--- config.mk ---
export PLATFORM = sky130hd
export DESIGN_NAME = tilt_complementary_filter_unit
export DESIGN_NICKNAME = d
export VERILOG_FILES = /design/src/rtl/tcf_pkg.sv /design/src/rtl/tcf_ctrl.sv /design/src/rtl/tcf_datapath.sv /design/src/rtl/tilt_complementary_filter_unit.sv
export SDC_FILE = /design/constraint.sdc
export NUM_CORES = 2
export LEC_CHECK = 0
export ABC_CLOCK_PERIOD_IN_PS = 12000
export BUFFER_PORTS_ARGS = -buffer_cell sky130_fd_sc_hd__buf_2
export CAP_MARGIN = 20
export CORE_ASPECT_RATIO = 1.4
export CORE_MARGIN = 1
export CORE_UTILIZATION = 45
export CTS_CLUSTER_DIAMETER = 150
export CTS_CLUSTER_SIZE = 8
export DETAILED_ROUTE_END_ITERATION = 12
export GPL_TIMING_DRIVEN = 0
export HOLD_SLACK_MARGIN = 0.12
export PLACE_DENSITY = 0.72
export SYNTH_ARGS = -nofsm -noshare
export SYNTH_HDL_FRONTEND = slang
export SYNTH_SLANG_ARGS = --single-unit
--- constraint.sdc ---
create_clock -name aclk -period 12 [get_ports aclk]
set_input_delay 2.4 -clock aclk [delete_from_list [all_inputs] [get_ports aclk]]
set_output_delay 2.4 -clock aclk [all_outputs]
set_load 0.05 [all_outputs]
--- src/rtl/tcf_pkg.sv ---
// Shared types, constants and helper functions of the tilt complementary filter.
package tcf_pkg;

    // Field and result widths
    localparam int SAMPLE_W  = 16;
    localparam int ANGLE_W   = 25;
    localparam int S_TDATA_W = 48;
    localparam int M_TDATA_W = 80;
    localparam int WEIGHT_W  = 16;
    localparam int GAIN_W    = 8;
    localparam int CFG_W     = 16;

    // CORDIC vector and binary-angle accumulator widths
    localparam int CORDIC_W  = 44;
    localparam int ZACC_W    = 34;
    localparam int ATAN_IDX_W = 5;
    localparam int WIDE_W    = 48;

    localparam logic signed [WIDE_W-1:0] ANGLE_MAX = 48'sd16777215;
    localparam logic signed [WIDE_W-1:0] ANGLE_MIN = -48'sd16777216;

    typedef enum logic [0:0] {
        REG_BLEND_WEIGHT = 1'b0,
        REG_GYRO_GAIN    = 1'b1
    } tcf_reg_t;

    // Controller to datapath commands
    typedef struct packed {
        logic                  load;
        logic                  iter;
        logic                  deg;
        logic                  scale;
        logic                  blend;
        logic                  fuse;
        logic [ATAN_IDX_W-1:0] idx;
    } tcf_cmd_t;

    // atan(2^-i) as a binary angle, 2^32 units per turn
    function automatic logic [30:0] atan_entry(input logic [ATAN_IDX_W-1:0] idx);
        logic [30:0] a;
        case (idx)
            5'd0:    a = 31'd536870912;
            5'd1:    a = 31'd316933406;
            5'd2:    a = 31'd167458907;
            5'd3:    a = 31'd85004756;
            5'd4:    a = 31'd42667331;
            5'd5:    a = 31'd21354465;
            5'd6:    a = 31'd10679838;
            5'd7:    a = 31'd5340245;
            5'd8:    a = 31'd2670163;
            5'd9:    a = 31'd1335087;
            5'd10:   a = 31'd667544;
            5'd11:   a = 31'd333772;
            5'd12:   a = 31'd166886;
            5'd13:   a = 31'd83443;
            5'd14:   a = 31'd41722;
            5'd15:   a = 31'd20861;
            5'd16:   a = 31'd10430;
            5'd17:   a = 31'd5215;
            5'd18:   a = 31'd2608;
            5'd19:   a = 31'd1304;
            5'd20:   a = 31'd652;
            5'd21:   a = 31'd326;
            5'd22:   a = 31'd163;
            5'd23:   a = 31'd81;
            default: a = 31'd0;
        endcase
        return a;
    endfunction

    // Clamp to the signed 25-bit angle range
    function automatic logic signed [ANGLE_W-1:0] sat_angle(
        input logic signed [WIDE_W-1:0] v
    );
        logic signed [WIDE_W-1:0] c;
        if (v > ANGLE_MAX) begin
            c = ANGLE_MAX;
        end else if (v < ANGLE_MIN) begin
            c = ANGLE_MIN;
        end else begin
            c = v;
        end
        return c[ANGLE_W-1:0];
    endfunction

endpackage

--- src/rtl/tcf_ctrl.sv ---
// Sequencing state machine: accept, CORDIC iterations, scaling, blend, result hand-off.
module tcf_ctrl import tcf_pkg::*; #(
    parameter int CORDIC_STEPS = 16
) (
    input  logic     aclk,
    input  logic     aresetn,
    input  logic     s_tvalid,
    output logic     s_tready,
    output logic     m_tvalid,
    input  logic     m_tready,
    output tcf_cmd_t cmd
);

    typedef enum logic [2:0] {
        ST_IDLE,
        ST_ITER,
        ST_DEG,
        ST_SCALE,
        ST_BLEND,
        ST_FUSE
    } state_t;

    localparam logic [ATAN_IDX_W-1:0] LAST_STEP = ATAN_IDX_W'(CORDIC_STEPS - 1);

    state_t                state_reg, state_next;
    logic [ATAN_IDX_W-1:0] iter_reg, iter_next;
    logic                  out_valid_reg, out_valid_next;
    logic                  fire;

    // Finish only when the output register is free or being emptied
    assign fire = (state_reg == ST_FUSE) && (!out_valid_reg || m_tready);

    always_comb begin
        state_next     = state_reg;
        iter_next      = iter_reg;
        out_valid_next = out_valid_reg;
        if (m_tready) begin
            out_valid_next = 1'b0;
        end
        case (state_reg)
            ST_IDLE: begin
                iter_next = '0;
                if (s_tvalid) begin
                    state_next = ST_ITER;
                end
            end
            ST_ITER: begin
                if (iter_reg == LAST_STEP) begin
                    state_next = ST_DEG;
                end else begin
                    iter_next = iter_reg + 1'b1;
                end
            end
            ST_DEG:   state_next = ST_SCALE;
            ST_SCALE: state_next = ST_BLEND;
            ST_BLEND: state_next = ST_FUSE;
            ST_FUSE: begin
                if (fire) begin
                    out_valid_next = 1'b1;
                    state_next     = ST_IDLE;
                end
            end
            default: state_next = ST_IDLE;
        endcase
    end

    always_ff @(posedge aclk) begin
        if (!aresetn) begin
            state_reg     <= ST_IDLE;
            iter_reg      <= '0;
            out_valid_reg <= 1'b0;
        end else begin
            state_reg     <= state_next;
            iter_reg      <= iter_next;
            out_valid_reg <= out_valid_next;
        end
    end

    assign s_tready  = (state_reg == ST_IDLE);
    assign m_tvalid  = out_valid_reg;

    assign cmd.load  = (state_reg == ST_IDLE) && s_tvalid;
    assign cmd.iter  = (state_reg == ST_ITER);
    assign cmd.deg   = (state_reg == ST_DEG);
    assign cmd.scale = (state_reg == ST_SCALE);
    assign cmd.blend = (state_reg == ST_BLEND);
    assign cmd.fuse  = fire;
    assign cmd.idx   = iter_reg;

endmodule

--- src/rtl/tcf_datapath.sv ---
// Datapath: configuration registers, CORDIC vectoring unit, degree scaling and blend.
module tcf_datapath import tcf_pkg::*; #(
    parameter int ANGLE_FRAC_BITS = 16
) (
    input  logic                 aclk,
    input  logic                 aresetn,
    input  tcf_cmd_t             cmd,
    input  logic                 cfg_we,
    input  logic [0:0]           cfg_addr,
    input  logic [CFG_W-1:0]     cfg_wdata,
    input  logic [S_TDATA_W-1:0] s_tdata,
    output logic [M_TDATA_W-1:0] m_tdata
);

    localparam int DEG_SH = 29 - ANGLE_FRAC_BITS;
    localparam logic [40:0] DEG_RND = 41'(1) << (28 - ANGLE_FRAC_BITS);

    logic [WEIGHT_W-1:0] blend_weight_reg;
    logic [GAIN_W-1:0]   gyro_gain_reg;

    logic signed [CORDIC_W-1:0] x_reg, x_next;
    logic signed [CORDIC_W-1:0] y_reg, y_next;
    logic signed [ZACC_W-1:0]   z_reg, z_next;
    logic                       zero_reg;
    logic signed [SAMPLE_W-1:0] gy_reg;
    logic [39:0]                prod45_reg;
    logic                       neg_reg;
    logic signed [24:0]         gprod_reg;
    logic signed [ANGLE_W-1:0]  acc_reg, gyr_reg;
    logic signed [42:0]         blend_reg;
    logic signed [ANGLE_W-1:0]  fused_reg;
    logic signed [ANGLE_W-1:0]  tilt_out_reg, accel_out_reg, gyro_out_reg;

    logic signed [SAMPLE_W:0]   ax_s, az_s, xs, ys;
    logic signed [ZACC_W-1:0]   z_init;
    logic signed [CORDIC_W-1:0] dx, dy;
    logic signed [ZACC_W-1:0]   atan_z;
    logic [ZACC_W-1:0]          mag;
    logic [40:0]                deg_sum;
    logic [40:0]                q;
    logic signed [WIDE_W-1:0]   acc_wide;
    logic signed [25:0]         diff;
    logic signed [42:0]         blend_rnd;
    logic signed [ANGLE_W-1:0]  fused;

    // Configuration writes
    always_ff @(posedge aclk) begin
        if (!aresetn) begin
            blend_weight_reg <= WEIGHT_W'(66);
            gyro_gain_reg    <= GAIN_W'(4);
        end else if (cfg_we) begin
            case (tcf_reg_t'(cfg_addr))
                REG_BLEND_WEIGHT: blend_weight_reg <= cfg_wdata[WEIGHT_W-1:0];
                REG_GYRO_GAIN:    gyro_gain_reg    <= cfg_wdata[GAIN_W-1:0];
                default: ;
            endcase
        end
    end

    // Pre-rotate into the right half plane (x = acc_z, y = acc_x)
    always_comb begin
        ax_s   = $signed({s_tdata[15], s_tdata[15:0]});
        az_s   = $signed({s_tdata[31], s_tdata[31:16]});
        xs     = az_s;
        ys     = ax_s;
        z_init = '0;
        if (az_s < 0) begin
            if (ax_s >= 0) begin
                xs     = ax_s;
                ys     = -az_s;
                z_init = ZACC_W'(32'sd1073741824);
            end else begin
                xs     = -ax_s;
                ys     = az_s;
                z_init = -ZACC_W'(32'sd1073741824);
            end
        end
    end

    // One CORDIC micro-rotation per cycle
    assign dx     = y_reg >>> cmd.idx;
    assign dy     = x_reg >>> cmd.idx;
    assign atan_z = $signed({3'b000, atan_entry(cmd.idx)});

    always_comb begin
        x_next = x_reg;
        y_next = y_reg;
        z_next = z_reg;
        if (cmd.load) begin
            x_next = $signed({{(CORDIC_W-SAMPLE_W-25){xs[SAMPLE_W]}}, xs, 24'd0});
            y_next = $signed({{(CORDIC_W-SAMPLE_W-25){ys[SAMPLE_W]}}, ys, 24'd0});
            z_next = z_init;
        end else if (cmd.iter) begin
            if (y_reg > 0) begin
                x_next = x_reg + dx;
                y_next = y_reg - dy;
                z_next = z_reg + atan_z;
            end else begin
                x_next = x_reg - dx;
                y_next = y_reg + dy;
                z_next = z_reg - atan_z;
            end
        end
    end

    // Binary angle to degrees, rounded half away from zero
    assign mag     = z_reg[ZACC_W-1] ? ZACC_W'(-z_reg) : ZACC_W'(z_reg);
    assign deg_sum = {1'b0, prod45_reg} + DEG_RND;
    assign q       = deg_sum >> DEG_SH;

    always_comb begin
        acc_wide = $signed({7'd0, q});
        if (neg_reg) begin
            acc_wide = -acc_wide;
        end
        if (zero_reg) begin
            acc_wide = '0;
        end
    end

    // Blend: gyr + round(alpha * (acc - gyr)), ties toward plus infinity
    assign diff      = 26'(acc_reg) - 26'(gyr_reg);
    assign blend_rnd = (blend_reg + 43'sd32768) >>> 16;
    assign fused     = sat_angle(WIDE_W'(gyr_reg) + WIDE_W'(blend_rnd));

    always_ff @(posedge aclk) begin
        x_reg <= x_next;
        y_reg <= y_next;
        z_reg <= z_next;
        if (cmd.load) begin
            zero_reg <= (s_tdata[15:0] == '0) && (s_tdata[31:16] == '0);
            gy_reg   <= $signed(s_tdata[47:32]);
        end
        if (cmd.deg) begin
            prod45_reg <= 40'(mag) * 40'd45;
            neg_reg    <= (z_reg > 0);
            gprod_reg  <= gy_reg * $signed({1'b0, gyro_gain_reg});
        end
        if (cmd.scale) begin
            acc_reg <= sat_angle(acc_wide);
            gyr_reg <= sat_angle(WIDE_W'(fused_reg) + WIDE_W'(gprod_reg));
        end
        if (cmd.blend) begin
            blend_reg <= diff * $signed({1'b0, blend_weight_reg});
        end
        if (cmd.fuse) begin
            tilt_out_reg  <= fused;
            accel_out_reg <= acc_reg;
            gyro_out_reg  <= gyr_reg;
        end
    end

    // Kept angle
    always_ff @(posedge aclk) begin
        if (!aresetn) begin
            fused_reg <= '0;
        end else if (cmd.fuse) begin
            fused_reg <= fused;
        end
    end

    assign m_tdata = {5'd0, gyro_out_reg, accel_out_reg, tilt_out_reg};

endmodule

--- src/rtl/tilt_complementary_filter_unit.sv ---
// Top level of the tilt complementary filter: controller plus datapath.
//
//  channel  dir  ports                         payload (lowest bit up)
//  s_       in   s_tvalid/s_tready/s_tdata     acc_x[15:0] acc_z[31:16] gyro_y[47:32]
//  m_       out  m_tvalid/m_tready/m_tdata     tilt[24:0] accel[49:25] gyro[74:50]
//  cfg_     in   cfg_we/cfg_addr/cfg_wdata     0 blend_weight, 1 gyro_gain
//
// A sample passes through an accept step, the iterations of the shared CORDIC rotator,
// then scaling, gain, blend and write-back. One sample is in flight at a time; the
// output register holds the last result so the next sample is accepted while it
// waits. A stalled m_ side holds the block in its write-back cycle. Reset is
// synchronous, active low, and sets the kept angle to zero and the registers to
// their defaults.
module tilt_complementary_filter_unit import tcf_pkg::*; #(
    parameter int CORDIC_STEPS    = 16,
    parameter int ANGLE_FRAC_BITS = 16
) (
    input  logic                 aclk,
    input  logic                 aresetn,
    input  logic                 s_tvalid,
    output logic                 s_tready,
    input  logic [S_TDATA_W-1:0] s_tdata,   // acc_x, acc_z, gyro_y
    output logic                 m_tvalid,
    input  logic                 m_tready,
    output logic [M_TDATA_W-1:0] m_tdata,   // tilt_angle, accel_angle, gyro_angle, pad
    input  logic                 cfg_we,
    input  logic [0:0]           cfg_addr,
    input  logic [CFG_W-1:0]     cfg_wdata
);

    tcf_cmd_t cmd;

    tcf_ctrl #(
        .CORDIC_STEPS(CORDIC_STEPS)
    ) u_ctrl (
        .aclk    (aclk),
        .aresetn (aresetn),
        .s_tvalid(s_tvalid),
        .s_tready(s_tready),
        .m_tvalid(m_tvalid),
        .m_tready(m_tready),
        .cmd     (cmd)
    );

    tcf_datapath #(
        .ANGLE_FRAC_BITS(ANGLE_FRAC_BITS)
    ) u_dp (
        .aclk     (aclk),
        .aresetn  (aresetn),
        .cmd      (cmd),
        .cfg_we   (cfg_we),
        .cfg_addr (cfg_addr),
        .cfg_wdata(cfg_wdata),
        .s_tdata  (s_tdata),
        .m_tdata  (m_tdata)
    );

endmodule

==> reports/qor.txt <==
Status = finished, final reports clean
Clk Latency, worst-skew pair = 740 ps
CTS Root Cell = clkbuf_16
I/O Pins = 152
Synth unique cells = 104
Congestion Overflow GR = 0
DRC viols = 0
Count of flip-flops with a built-in enable after synthesis = 298
Startpoint types = register
Placed cells = 8289
Via count = 49.1k
Dpl hpwl = 181000 µm
Slowest CP cell = a211oi_2
Ys flop type = edfxtp_1
Cells after Synth = 6459
Placed inst area = 0.0611 mm²
Clock skew after layout = 68.9 ps
Data arrival, critical path = 11850 ps
Synth top area share = 0.198
Util after Layout = 0.494
Combinational power share = 0.773
RSZ-0062 raised after global routing = no
Setup bufs post-CTS = 0
Slew HR = 0.102
Core region area = 0.128 mm²
Die H = 426 µm
Synth Register Bits = 434
Post-synthesis sequential area ratio = 0.202
Peak VDD IR = 0.509 mV
Cell taking the most area after synthesis = fa_1
Row count = 155
Initial Utilization = 0.454
Design Area, Final = 0.0631 mm²
Mapped Area = 0.0579 mm²
Die area = 0.130 mm²
Drt pass-1 iters = 6
Most frequent cells in the layout = inv_1 (850), nand2_1 (757), fa_1 (572), ha_1 (442), a21oi_1 (375)
Area Overhead vs Synth = 8.97%
Ys Warns = 0
Post-route minimum period = 11450 ps
CP Capture Type = register
Area contributors post-synth = fa_1 (20%), edfxtp_1 (15%), ha_1 (9.6%), inv_1 (5.5%), nand2_1 (4.9%)
First-pass GRT wire length = 322000 µm
CTS sink cnt = 434
Final worst slack = 550 ps
Internal Power = 10.4 mW
# H-tree levels = 2
Global-route usage over all layers = 0.336
Tcrit/Tclk final = 0.954
Worst-margin pin slew = 1330 ps
Clock share of power = 0.082
Max_cap viols = 0
WL/cell = 25.9 µm
Reg clk slew, reported paths = 60 ps
Most used cell, CP = fa_1
Pre-CTS setup slack = -550 ps
Vias per cell = 5.83
Vias in the first global route = 51.2k
Avg Inst Size Synth = 8.96 µm²
Post-route antenna net violation count = 0
Setup TNS = 0 ps
Leading cell type in the layout, fill and taps excluded = inv_1
Initial antenna violation count = 15
Routed WL = 218000 µm
CTS tree = yes
Total CTS buffers = 60
Port Buffer Count = 146
Fmax = 87.3 MHz
GP Congestion = 1.03
Final setup vio count = 0
PnR Total Power = 20.6 mW
CP Max Fanout = 10
Clock tree buffer depth = 3
Sw Ratio = 0.494
Hold WC Path Type = register to register
Critical path class = register to register
Share of cells above drive strength 1 = 0.0755
Power Density = 326 mW/mm²
Register share of total power = 0.146
Post-route insts no fill = 8415
Slowest cell delay on critical path = 610 ps
Ys async rst share = 0
Die X = 305 µm
Final hold slack = 481 ps
NetSw = 10.2 mW
DRT iter0 DRCs = 3204
Required @ worst endpoint = 12400 ps
Largest net degree at the start of global routing = 60
Final nets = 7796
Endpoints failing hold = 0
Max-slew violations = 0
Leakage = 28.1 nW
-- timing repair --
item	in CTS	in global routing
hold buffers	0	0
setup endpoints to repair	4	2
gates resized for setup	4	7
pin swaps	0	0
-- final timing paths --
kind / start / to / slack [ps] / cells past startpoint
max: u_dp.gyr_reg[1] / u_dp.blend_reg[42] / 550 / 36
min: u_dp.acc_reg[0] / u_dp.accel_out_reg[0] / 480 / 0
max reg2reg: u_dp.gyr_reg[1] / u_dp.blend_reg[42] / 550 / 36
min reg2reg: u_dp.acc_reg[0] / u_dp.accel_out_reg[0] / 480 / 0
-- Yosys cell counts (61+ instances only) --
cell type    n
a21o_1     119
a21oi_1    375
and2_1     275
clkbuf_1   209
dfxtp_1    136
edfxtp_1   298
fa_1       572
ha_1       442
inv_1      850
mux2i_1     78
mux4_2     100
nand2_1    758
nand2b_1    61
nand3_1    111
nor2_1     327
nor2b_1     80
nor3_1      81
o21ai_0    312
xnor2_1    299
xor2_1     172
-- routing by layer --
metal,global-route usage,up-vias,part of all wire
met3,0.0434,748,0.048
met5,0,-,0.00022
met2,0.611,1786,0.51
li1,-,22400,-
met1,0.331,24200,0.33
met4,0.317,8,0.11
-- critical path, delay by kind of cell (launching register included) --
family                     cells  cell delay [ps]
adders and majority gates      8             3790
DFF                            1              590
AOI/OAI and AO/OA             13             3350
xor gates and xnor gates       2              650
and+or+nand+nor                8             1780
buffers and inverters          5              970
-- kinds of logic (layout without fill, tap and decap cells) --
logic type | Yosys count | after routing | synth area share
other | 1 | 13 | 0.0000648
flip-flops | 434 | 434 | 0.202
AND/OR/NAND/NOR | 1926 | 1926 | 0.161
XOR/XNOR | 471 | 471 | 0.0713
multiplexers | 216 | 216 | 0.0598
AO/OA/AOI/OAI | 1260 | 1260 | 0.135
adder cells (fa/ha/maj) | 1020 | 1020 | 0.294
buffers and inverters | 1131 | 1427 | 0.0765
-- power by group through the flow --
stage	Clock [mW]	Combinational (mW)	Sequential [mW]
finish	1.68	15.9	2.99
global route	1.75	17.9	3.02
CTS	1.71	15.9	2.98
detailed placement	0	15.7	3.01
global placement	0	15.3	3.00
floorplan	0	12.2	2.83
-- layout make-up --
class / count / area, µm²
Timing Repair Buffer: 187 / 1270
Fill cell: 12000 / 64500
Sequential cell: 434 / 11700
Inverter: 857 / 3220
Clock inverter: 3 / 30.0
Clock buffer: 106 / 1700
Tap cell: 1648 / 2060
Buffer: 274 / 1220
Multi-Input combinational cell: 4898 / 41900
Antenna cell: 8 / 20.0
Note: power is estimated with default switching activity, not from simulation.
